File: config.mk
export PLATFORM = sky130hd
export DESIGN_NAME = page_replacement_policy_core
export DESIGN_NICKNAME = d
export VERILOG_FILES = /design/src/prp_pkg.sv /design/src/prp_ctrl.sv /design/src/prp_datapath.sv /design/src/page_replacement_policy_core.sv
export SDC_FILE = /design/constraint.sdc
export NUM_CORES = 2
export LEC_CHECK = 0
export BUFFER_PORTS_ARGS = -buffer_cell sky130_fd_sc_hd__buf_2
export CORE_UTILIZATION = 50
export DETAILED_ROUTE_END_ITERATION = 6
export MAX_ROUTING_LAYER = met4
export PLACE_DENSITY = 0.7
export SKIP_CTS_REPAIR_TIMING = 1
export SKIP_LAST_GASP = 1
export SLEW_MARGIN = 0
export SYNTH_ARGS = -nofsm -noshare
export SYNTH_HDL_FRONTEND = slang
export SYNTH_SLANG_ARGS = --single-unit
File: constraint.sdc
create_clock -name clk -period 14.8 [get_ports clk]
set_input_delay 1.48 -clock clk [delete_from_list [all_inputs] [get_ports clk]]
set_output_delay 1.48 -clock clk [all_outputs]
set_load 0.02 [all_outputs]
File: src/prp_pkg.sv
// Shared types and constants for the page replacement policy core.
`default_nettype none

package prp_pkg;

  localparam int MAX_FRAMES = 64;
  localparam int MAX_PAGES  = 256;
  localparam int FRAME_W    = 6;
  localparam int PAGE_W     = 8;
  localparam int RND_W      = 31;
  localparam int COUNT_W    = 32;
  localparam int FCNT_W     = 7;
  localparam int MODE_W     = 2;
  localparam int CFG_IDX_W  = 1;

  // Random remainder unit: bits retired per cycle and remainder steps per fault.
  localparam int MOD_BITS   = 4;
  localparam int MOD_STEPS  = 8;
  localparam int MOD_CNT_W  = 3;

  // Policy codes.
  localparam logic [MODE_W-1:0] MODE_RANDOM = 2'd0;
  localparam logic [MODE_W-1:0] MODE_FIFO   = 2'd1;
  localparam logic [MODE_W-1:0] MODE_SECOND = 2'd2;

  // Register indexes.
  localparam logic [CFG_IDX_W-1:0] REG_POLICY_MODE = 1'b0;
  localparam logic [CFG_IDX_W-1:0] REG_FRAME_COUNT = 1'b1;

  typedef enum logic [2:0] {
    ST_IDLE,
    ST_MOD,
    ST_WALK,
    ST_PICK,
    ST_FETCH,
    ST_COMMIT
  } prp_state_t;

  typedef struct packed {
    logic load;
    logic mod_step;
    logic walk_step;
    logic pick;
    logic fetch;
    logic commit;
  } prp_cmd_t;

  typedef struct packed {
    logic [MODE_W-1:0] mode;
    logic              mod_last;
    logic              walk_found;
    logic              out_free;
  } prp_sts_t;

endpackage

`default_nettype wire

File: src/prp_ctrl.sv
// Fault sequencer: steps each fault through victim selection, lookup and commit.
`default_nettype none

module prp_ctrl (
  input  wire logic             clk,
  input  wire logic             rst,
  input  wire logic             in_valid,
  output logic                  in_ready,
  input  wire prp_pkg::prp_sts_t sts,
  output prp_pkg::prp_cmd_t     cmd
);

  prp_pkg::prp_state_t state, state_next;

  always_ff @(posedge clk) begin
    if (rst) begin
      state <= prp_pkg::ST_IDLE;
    end else begin
      state <= state_next;
    end
  end

  always_comb begin
    state_next = state;
    cmd        = '0;
    in_ready   = 1'b0;
    unique case (state)
      prp_pkg::ST_IDLE: begin
        in_ready = 1'b1;
        if (in_valid) begin
          // invalid mode: beat is consumed and dropped
          case (sts.mode)
            prp_pkg::MODE_RANDOM: begin
              cmd.load   = 1'b1;
              state_next = prp_pkg::ST_MOD;
            end
            prp_pkg::MODE_FIFO: begin
              cmd.load   = 1'b1;
              state_next = prp_pkg::ST_PICK;
            end
            prp_pkg::MODE_SECOND: begin
              cmd.load   = 1'b1;
              state_next = prp_pkg::ST_WALK;
            end
            default: state_next = prp_pkg::ST_IDLE;
          endcase
        end
      end
      prp_pkg::ST_MOD: begin
        cmd.mod_step = 1'b1;
        if (sts.mod_last) state_next = prp_pkg::ST_PICK;
      end
      prp_pkg::ST_PICK: begin
        cmd.pick   = 1'b1;
        state_next = prp_pkg::ST_FETCH;
      end
      prp_pkg::ST_WALK: begin
        cmd.walk_step = 1'b1;
        if (sts.walk_found) state_next = prp_pkg::ST_FETCH;
      end
      prp_pkg::ST_FETCH: begin
        cmd.fetch  = 1'b1;
        state_next = prp_pkg::ST_COMMIT;
      end
      prp_pkg::ST_COMMIT: begin
        if (sts.out_free) begin
          cmd.commit = 1'b1;
          state_next = prp_pkg::ST_IDLE;
        end
      end
      default: state_next = prp_pkg::ST_IDLE;
    endcase
  end

endmodule

`default_nettype wire

File: src/prp_datapath.sv
// Datapath: config registers, hand, marks, owner maps, remainder unit, result register.
`default_nettype none

module prp_datapath (
  input  wire logic                              clk,
  input  wire logic                              rst,
  input  wire logic                              cfg_we,
  input  wire logic [prp_pkg::CFG_IDX_W-1:0]     cfg_index,
  input  wire logic [prp_pkg::FCNT_W-1:0]        cfg_data,
  input  wire logic [prp_pkg::PAGE_W-1:0]        fault_page,
  input  wire logic [prp_pkg::RND_W-1:0]         random_value,
  input  wire prp_pkg::prp_cmd_t                 cmd,
  output prp_pkg::prp_sts_t                      sts,
  output logic                                   out_valid,
  input  wire logic                              out_ready,
  output logic [prp_pkg::FRAME_W-1:0]            victim_frame,
  output logic [prp_pkg::PAGE_W-1:0]             evicted_page,
  output logic                                   evicted_valid,
  output logic [prp_pkg::COUNT_W-1:0]            fault_total
);

  localparam int FW = prp_pkg::FRAME_W;
  localparam int PW = prp_pkg::PAGE_W;
  localparam int NW = prp_pkg::FCNT_W;

  // configuration
  logic [prp_pkg::MODE_W-1:0] policy_mode;
  logic [NW-1:0]              frame_count;

  // per-fault working registers
  logic [prp_pkg::MODE_W-1:0] cur_mode;
  logic [PW-1:0]              cur_page;
  logic [NW-1:0]              n_eff;
  logic [FW-1:0]              victim;
  logic [NW-1:0]              rem;
  logic [prp_pkg::RND_W:0]    dividend;
  logic [prp_pkg::MOD_CNT_W-1:0] mod_cnt;

  // persistent state
  logic [FW-1:0]                     hand;
  logic [prp_pkg::MAX_FRAMES-1:0]    owner_used;
  logic [prp_pkg::MAX_FRAMES-1:0]    chance_mark;
  logic [prp_pkg::MAX_PAGES-1:0]     page_valid;   // page resident, page_frame entry live
  logic [prp_pkg::COUNT_W-1:0]       fault_counter;

  logic [PW-1:0] owner_page [prp_pkg::MAX_FRAMES];
  logic [FW-1:0] page_frame [prp_pkg::MAX_PAGES];
  logic [PW-1:0] ev_data;
  logic [FW-1:0] rev_frame;

  logic [NW-1:0]                n_calc;
  logic [NW-1:0]                rem_next;
  logic [FW-1:0]                hand_adv;
  logic                         ev_hit;
  logic                         dup_hit;
  logic [prp_pkg::COUNT_W-1:0]  fault_counter_next;

  function automatic logic [FW-1:0] advance(input logic [FW-1:0] pos, input logic [NW-1:0] n);
    logic [NW-1:0] p1;
    p1 = {1'b0, pos} + 1'b1;
    return (p1 >= n) ? '0 : p1[FW-1:0];
  endfunction

  // frame_count clamped to 1..MAX_FRAMES
  always_comb begin
    if (frame_count == '0) begin
      n_calc = NW'(1);
    end else if (frame_count > NW'(prp_pkg::MAX_FRAMES)) begin
      n_calc = NW'(prp_pkg::MAX_FRAMES);
    end else begin
      n_calc = frame_count;
    end
  end

  // restoring remainder, MOD_BITS dividend bits per cycle
  always_comb begin
    logic [NW-1:0] r;
    r = rem;
    for (int i = 0; i < prp_pkg::MOD_BITS; i++) begin
      r = {r[NW-2:0], dividend[prp_pkg::RND_W - i]};
      if (r >= n_eff) r = r - n_eff;
    end
    rem_next = r;
  end

  assign hand_adv = advance(hand, n_eff);
  assign ev_hit   = owner_used[victim];
  assign dup_hit  = page_valid[cur_page] && (rev_frame != victim);
  assign fault_counter_next = (fault_counter == '1) ? fault_counter
                                                    : fault_counter + 1'b1;

  assign sts.mode       = policy_mode;
  assign sts.mod_last   = (mod_cnt == prp_pkg::MOD_CNT_W'(prp_pkg::MOD_STEPS - 1));
  assign sts.walk_found = !chance_mark[hand];
  assign sts.out_free   = !out_valid || out_ready;

  // control state
  always_ff @(posedge clk) begin
    if (rst) begin
      policy_mode   <= prp_pkg::MODE_FIFO;
      frame_count   <= NW'(prp_pkg::MAX_FRAMES);
      hand          <= '0;
      owner_used    <= '0;
      chance_mark   <= '0;
      page_valid    <= '0;
      fault_counter <= '0;
      out_valid     <= 1'b0;
    end else begin
      if (cfg_we) begin
        unique case (cfg_index)
          prp_pkg::REG_POLICY_MODE: policy_mode <= cfg_data[prp_pkg::MODE_W-1:0];
          prp_pkg::REG_FRAME_COUNT: frame_count <= cfg_data;
          default: ;
        endcase
      end

      if (cmd.load && ({1'b0, hand} >= n_calc)) hand <= '0;

      if (cmd.walk_step) begin
        hand <= hand_adv;
        // set mark: clear it and move on; clear mark: take frame, mark it
        chance_mark[hand] <= !chance_mark[hand];
      end

      if (cmd.pick && (cur_mode != prp_pkg::MODE_RANDOM)) hand <= hand_adv;

      if (cmd.commit) begin
        if (dup_hit) owner_used[rev_frame] <= 1'b0;
        owner_used[victim] <= 1'b1;
        // victim already holding this page keeps it resident
        if (ev_hit && (ev_data != cur_page)) page_valid[ev_data] <= 1'b0;
        page_valid[cur_page] <= 1'b1;
        fault_counter <= fault_counter_next;
      end

      if (cmd.commit) begin
        out_valid <= 1'b1;
      end else if (out_ready) begin
        out_valid <= 1'b0;
      end
    end
  end

  // payload registers
  always_ff @(posedge clk) begin
    if (cmd.load) begin
      cur_mode <= policy_mode;
      cur_page <= fault_page;
      n_eff    <= n_calc;
      rem      <= '0;
      dividend <= {1'b0, random_value};
      mod_cnt  <= '0;
    end
    if (cmd.mod_step) begin
      rem      <= rem_next;
      dividend <= dividend << prp_pkg::MOD_BITS;
      mod_cnt  <= mod_cnt + 1'b1;
    end
    if (cmd.walk_step && !chance_mark[hand]) victim <= hand;
    if (cmd.pick) begin
      victim <= (cur_mode == prp_pkg::MODE_RANDOM) ? rem[FW-1:0] : hand;
    end
    if (cmd.commit) begin
      victim_frame  <= victim;
      evicted_page  <= ev_hit ? ev_data : '0;
      evicted_valid <= ev_hit;
      fault_total   <= fault_counter_next;
    end
  end

  // owner map: frame -> page
  always_ff @(posedge clk) begin
    if (cmd.fetch) ev_data <= owner_page[victim];
    if (cmd.commit) owner_page[victim] <= cur_page;
  end

  // reverse map: page -> frame, live only where page_valid is set
  always_ff @(posedge clk) begin
    if (cmd.fetch) rev_frame <= page_frame[cur_page];
    if (cmd.commit) page_frame[cur_page] <= victim;
  end

endmodule

`default_nettype wire

File: src/page_replacement_policy_core.sv
// Top level of the page replacement policy core: sequencer plus datapath.
//
// Usage:
//   Input channel (in_valid/in_ready) carries one page fault per beat:
//   fault_page and random_value. Output channel (out_valid/out_ready) returns
//   one beat per handled fault: victim_frame, evicted_page, evicted_valid and
//   the saturating fault_total. The cfg channel writes policy_mode (index 0)
//   and frame_count (index 1); cfg_ready is always high. The user must send
//   writes only while the core is idle; the core does not enforce this.
//   Sequencing: the core works on one fault at a time and is ready
//   again the cycle after a result is loaded into the output register.
//     FIFO:          pick, fetch, commit.
//     random:        the remainder unit retires 4 bits of random_value
//                    per cycle, then pick, fetch, commit.
//     second chance: the hand walks one frame per cycle, clearing set
//                    marks until it finds a clear one; then fetch, commit.
//   The result shows on out_valid the cycle after the commit step.
//   A fault that arrives while policy_mode is 3 is taken and dropped.
//   Reset: mode FIFO, 64 frames, hand at 0, all frames free, count zero.
//   Stall: the output register holds its beat; a new fault is still taken
//   and worked, and waits at its commit step until the register frees.
`default_nettype none

module page_replacement_policy_core (
  input  wire logic                           clk,
  input  wire logic                           rst,
  input  wire logic                           cfg_valid,
  output logic                                cfg_ready,
  input  wire logic [prp_pkg::CFG_IDX_W-1:0]  cfg_index,
  input  wire logic [prp_pkg::FCNT_W-1:0]     cfg_data,
  input  wire logic                           in_valid,
  output logic                                in_ready,
  input  wire logic [prp_pkg::PAGE_W-1:0]     fault_page,
  input  wire logic [prp_pkg::RND_W-1:0]      random_value,
  output logic                                out_valid,
  input  wire logic                           out_ready,
  output logic [prp_pkg::FRAME_W-1:0]         victim_frame,
  output logic [prp_pkg::PAGE_W-1:0]          evicted_page,
  output logic                                evicted_valid,
  output logic [prp_pkg::COUNT_W-1:0]         fault_total
);

  prp_pkg::prp_cmd_t cmd;
  prp_pkg::prp_sts_t sts;

  // config writes are always accepted
  assign cfg_ready = 1'b1;

  prp_ctrl u_ctrl (
    .clk      (clk),
    .rst      (rst),
    .in_valid (in_valid),
    .in_ready (in_ready),
    .sts      (sts),
    .cmd      (cmd)
  );

  prp_datapath u_dp (
    .clk           (clk),
    .rst           (rst),
    .cfg_we        (cfg_valid && cfg_ready),
    .cfg_index     (cfg_index),
    .cfg_data      (cfg_data),
    .fault_page    (fault_page),
    .random_value  (random_value),
    .cmd           (cmd),
    .sts           (sts),
    .out_valid     (out_valid),
    .out_ready     (out_ready),
    .victim_frame  (victim_frame),
    .evicted_page  (evicted_page),
    .evicted_valid (evicted_valid),
    .fault_total   (fault_total)
  );

  // Commit only into a free output register, and it must show next cycle.
  a_commit_free: assert property (@(posedge clk) disable iff (rst)
    cmd.commit |-> (!out_valid || out_ready))
    else $error("commit into occupied output register");

  a_commit_shows: assert property (@(posedge clk) disable iff (rst)
    cmd.commit |=> out_valid)
    else $error("committed result not presented");

  // Sequencer issues at most one datapath command per cycle.
  a_one_cmd: assert property (@(posedge clk) disable iff (rst)
    $onehot0({cmd.load, cmd.mod_step, cmd.walk_step, cmd.pick, cmd.fetch, cmd.commit}))
    else $error("overlapping datapath commands");

  // A new fault is taken only when no earlier fault is in flight.
  a_accept_idle: assert property (@(posedge clk) disable iff (rst)
    (in_valid && in_ready) |-> !(cmd.mod_step || cmd.walk_step || cmd.pick ||
                                 cmd.fetch || cmd.commit))
    else $error("fault accepted while another is in progress");

endmodule

`default_nettype wire
==> results.py <==
metrics = {
    "drt": {
        "drcViolationCount": 0,
        "drtIter0Drc": 8703,
        "antenna_left": 0,
        "wirelength_um": 277000,
        "wl_per_cell_um": 29.0,
        "routed_via_density": 6.41,
        "m1WireLength_um": 107000,
        "top_layer": "met4",
        "vias": 61100,
        "wl_met2_um": 128000,
        "drt_pass1_iterations": 7,
        "met3_length_um": 29800,
    },
    "job": {
        "cap_violations": 0,
    },
    "power_and_ir_drop": {
        "total_power_w": 0.0178,
        "power.leakage_nw": 38.6,
        "switchingPower_w": 0.00461,
        "pwr-share-seq_pct": 46.5,
        "combPwrFrac_pct": 15.8,
        "ir_worst_vdd_mv": 0.137,
        "swShare_pct": 25.9,
        "p_int_w": 0.0132,
        "pwr-share-clk_pct": 37.7,
        "power_density_nw_per_um2": 152,
    },
    "synth": {
        "syn_nets": 6573,
        "synthArstFlopShare_pct": 0,
        "syn_inst": 6468,
        "syn_area_sq_um": 105000,
        "ys_seq_elements": 2608,
        "yosysTopAreaCell": "edfxtp_1",
        "seq_area_frac_synth_pct": 70.5,
        "synth_top_area_share_pct": 62.1,
        "post-synth-top-count-cell": "edfxtp_1",
        "yosysWarnings": 0,
        "synth_edf_count": 2169,
        "synth.top_cells.by_area": "edfxtp_1 (62%), mux4_2 (12%), dfxtp_1 (8.4%), nand2_1 (1.9%), a22oi_1 (1.9%)",
        "synth_ff_type": "edfxtp_1",
        "ys_top_cells_by_count": "edfxtp_1 (2169), mux4_2 (548), nand2_1 (530), dfxtp_1 (439), a21oi_1 (354)",
        "syn_avg_cell_area_sq_um": 16.2,
        "ys_types": 88,
    },
    "grt": {
        "grt_pass1_wl_um": 407000,
        "grtUsageTotal_pct": 26.9,
        "grt_pass1_vias": 59800,
        "antenna_found_initial": 11,
        "grt_max_degree": 176,
        "gr-total-overflow": 0,
    },
    "clocking": {
        "htree_levels": 5,
        "insertion_delay_ps": 940,
        "cts_root_buf": "clkbuf_16",
        "ctsLongestPathBuffers": 4,
        "cts_sinks": 2608,
        "cts_buffers": 274,
        "cts_tree": "done",
        "clk_pin_slew_ps": 60,
    },
    "finish": {
        "final_util_pct": 56.2,
        "final_nets": 6660,
        "drive_above_1_share_pct": 19.7,
        "fillers": 15800,
        "design_area_sq_um": 117000,
        "area.growth.synth_to_final_pct": 11.4,
    },
    "hold_path": {
        "min_path_cells": 2,
        "min_path_type": "reg2reg",
    },
    "floorplan": {
        "core_sq_um": 208000,
        "initial_core_util_pct": 50.5,
        "num_io_pins": 102,
        "row_count": 167,
        "die_h_um": 460,
        "fp.dieArea_sq_um": 212000,
        "die_w_um": 460,
    },
    "timing": {
        "final.setup.tns_ps": 0,
        "finalHoldViolations": 0,
        "min_period_over_period_pct": 67.0,
        "tightest_slew_ps": 1400,
        "skew_ps": 44.6,
        "fmax_mhz": 101,
        "final_max_slew_viol_count": 0,
        "whs_ps": 453,
        "setup_violations": 0,
        "relSlewSlack_pct": 6.18,
        "rsz0062_at_grt": "false",
        "min_period_ps": 9910,
    },
    "place": {
        "place_congestion": 0.983,
        "place_area_sq_um": 108000,
        "port_buffers": 100,
        "dp_hpwl_um": 170000,
    },
    "run_status": {
        "status": "completed",
    },
    "critical_path": {
        "critPathMaxStageDelay_ps": 740,
        "cp-start-kind": "flop",
        "worst-path-max-fanout": 11,
        "r2r_cells": 33,
        "endpoint_kind": "flop",
        "critical_path_class": "reg2reg",
        "required_ps": 15450,
        "arrival_ps": 10570,
        "slowest_stage": "a21oi_1",
    },
}
==> flip-flops by register name, summed over array words and instances (netlist names), 6 cells and up <==
register / cells
u_dp.dividend: 32
u_dp.fault_counter: 32
u_dp.owner_used: 64
u_dp.victim_frame: 6
u_dp.chance_mark: 64
u_dp.cur_page: 8
u_dp.victim: 6
u_dp.rev_frame: 6
u_dp.rem: 6
u_dp.ev_data: 8
u_dp.frame_count: 7
u_dp.fault_total: 32
u_dp.n_eff: 7
u_dp.evicted_page: 8
u_dp.page_frame: 1536
u_dp.page_valid: 256
u_dp.hand: 6
u_dp.owner_page: 512
==> per-stage QoR <==
step	setup slack, ps	std cells
final	4890	9542
after global routing	3930	9540
after CTS	4930	9534
after detailed placement	4980	9067
after global placement	4640	9067
after floorplan	6400	6468
==> routing by layer <==
metal  global-route usage, %  vias to the layer above
li1                        -                    25600
met1                    35.9                    31100
met2                    40.1                     3665
met3                    5.81                      768
met4                    11.4                        0
met5                       -                        -
==> power by group through the flow <==
stage	logic, W	clock network [W]	registers [W]
CTS	0.00281	0.00675	0.00827
floorplan	0.00178	0	0.00855
global placement	0.00278	0	0.00842
detailed placement	0.00280	0	0.00843
finish	0.00282	0.00670	0.00827
global route	0.00302	0.00704	0.00828
==> cell type report <==
type	instances	area [sq um]	area share, %
Antenna cell	8	20.0	0.0171
Inverter	268	1010	0.864
Timing Repair Buffer	234	1580	1.35
Sequential cell	2608	73900	63.3
Clock buffer	350	7380	6.32
Clock inverter	117	1200	1.03
Multi-Input combinational cell	3169	28200	24.2
Tap cell	2788	3490	2.99
==> worst max-delay path: cells and delay by family (launching register included) <==
kind                     cells  cell delay, ps
adder cells (fa/ha/maj)      4            1210
AND/OR/NAND/NOR              4             570
multiplexers                 3            1310
flip-flops                   1             560
AO/OA/AOI/OAI               19            5400
buffers and inverters        3             620
==> path summary, 6_finish.rpt <==
path,startpoint,slack [ps],end
max,u_dp.n_eff[1]$_DFFE_PP_,4890,u_dp.rem[4]$_SDFFCE_PN0P_
min,u_dp.chance_mark[24]$_SDFFE_PP0P_,450,u_dp.chance_mark[24]$_SDFFE_PP0P_
max reg2reg,u_dp.n_eff[1]$_DFFE_PP_,4890,u_dp.rem[4]$_SDFFCE_PN0P_
min reg2reg,u_dp.chance_mark[24]$_SDFFE_PP0P_,450,u_dp.chance_mark[24]$_SDFFE_PP0P_
==> cell families (layout without fill, tap and decap cells) <==
| logic type | Yosys count | in the layout | share of synthesized area, % |
|---|---|---|---|
| other cells | 1 | 9 | 0.00358 |
| buf+inv | 691 | 969 | 2.77 |
| mux | 633 | 633 | 12.6 |
| flops | 2608 | 2608 | 70.5 |
| simple gates | 1211 | 1211 | 5.23 |
| fa+ha+maj | 53 | 53 | 0.661 |
| compound gates | 1184 | 1184 | 7.51 |
| xor+xnor | 87 | 87 | 0.726 |
==> cell usage in the layout, fill, tap and decap left out, types with 34 or more instances in the layout <==
master | synthesis | routed
nand3_1 | 150 | 146
nand2_1 | 530 | 530
xor2_1 | 34 | 34
a21oi_1 | 354 | 354
clkinv_1 | 2 | 47
o221a_2 | 89 | 89
buf_4 | 21 | 129
edfxtp_1 | 2169 | 2169
a22o_1 | 54 | 54
mux2_2 | 34 | 34
clkbuf_1 | 231 | 58
nor2_1 | 259 | 251
a22oi_1 | 262 | 262
o21ai_0 | 259 | 259
mux4_2 | 548 | 548
nand4_1 | 63 | 63
buf_2 | 112 | 99
mux2i_1 | 51 | 51
nor3_1 | 43 | 35
inv_1 | 266 | 264
xnor2_1 | 53 | 53
nor2b_1 | 42 | 42
ha_1 | 49 | 49
dfxtp_1 | 439 | 439
clkbuf_16 | 0 | 279
(Power assumes the default switching activity.)
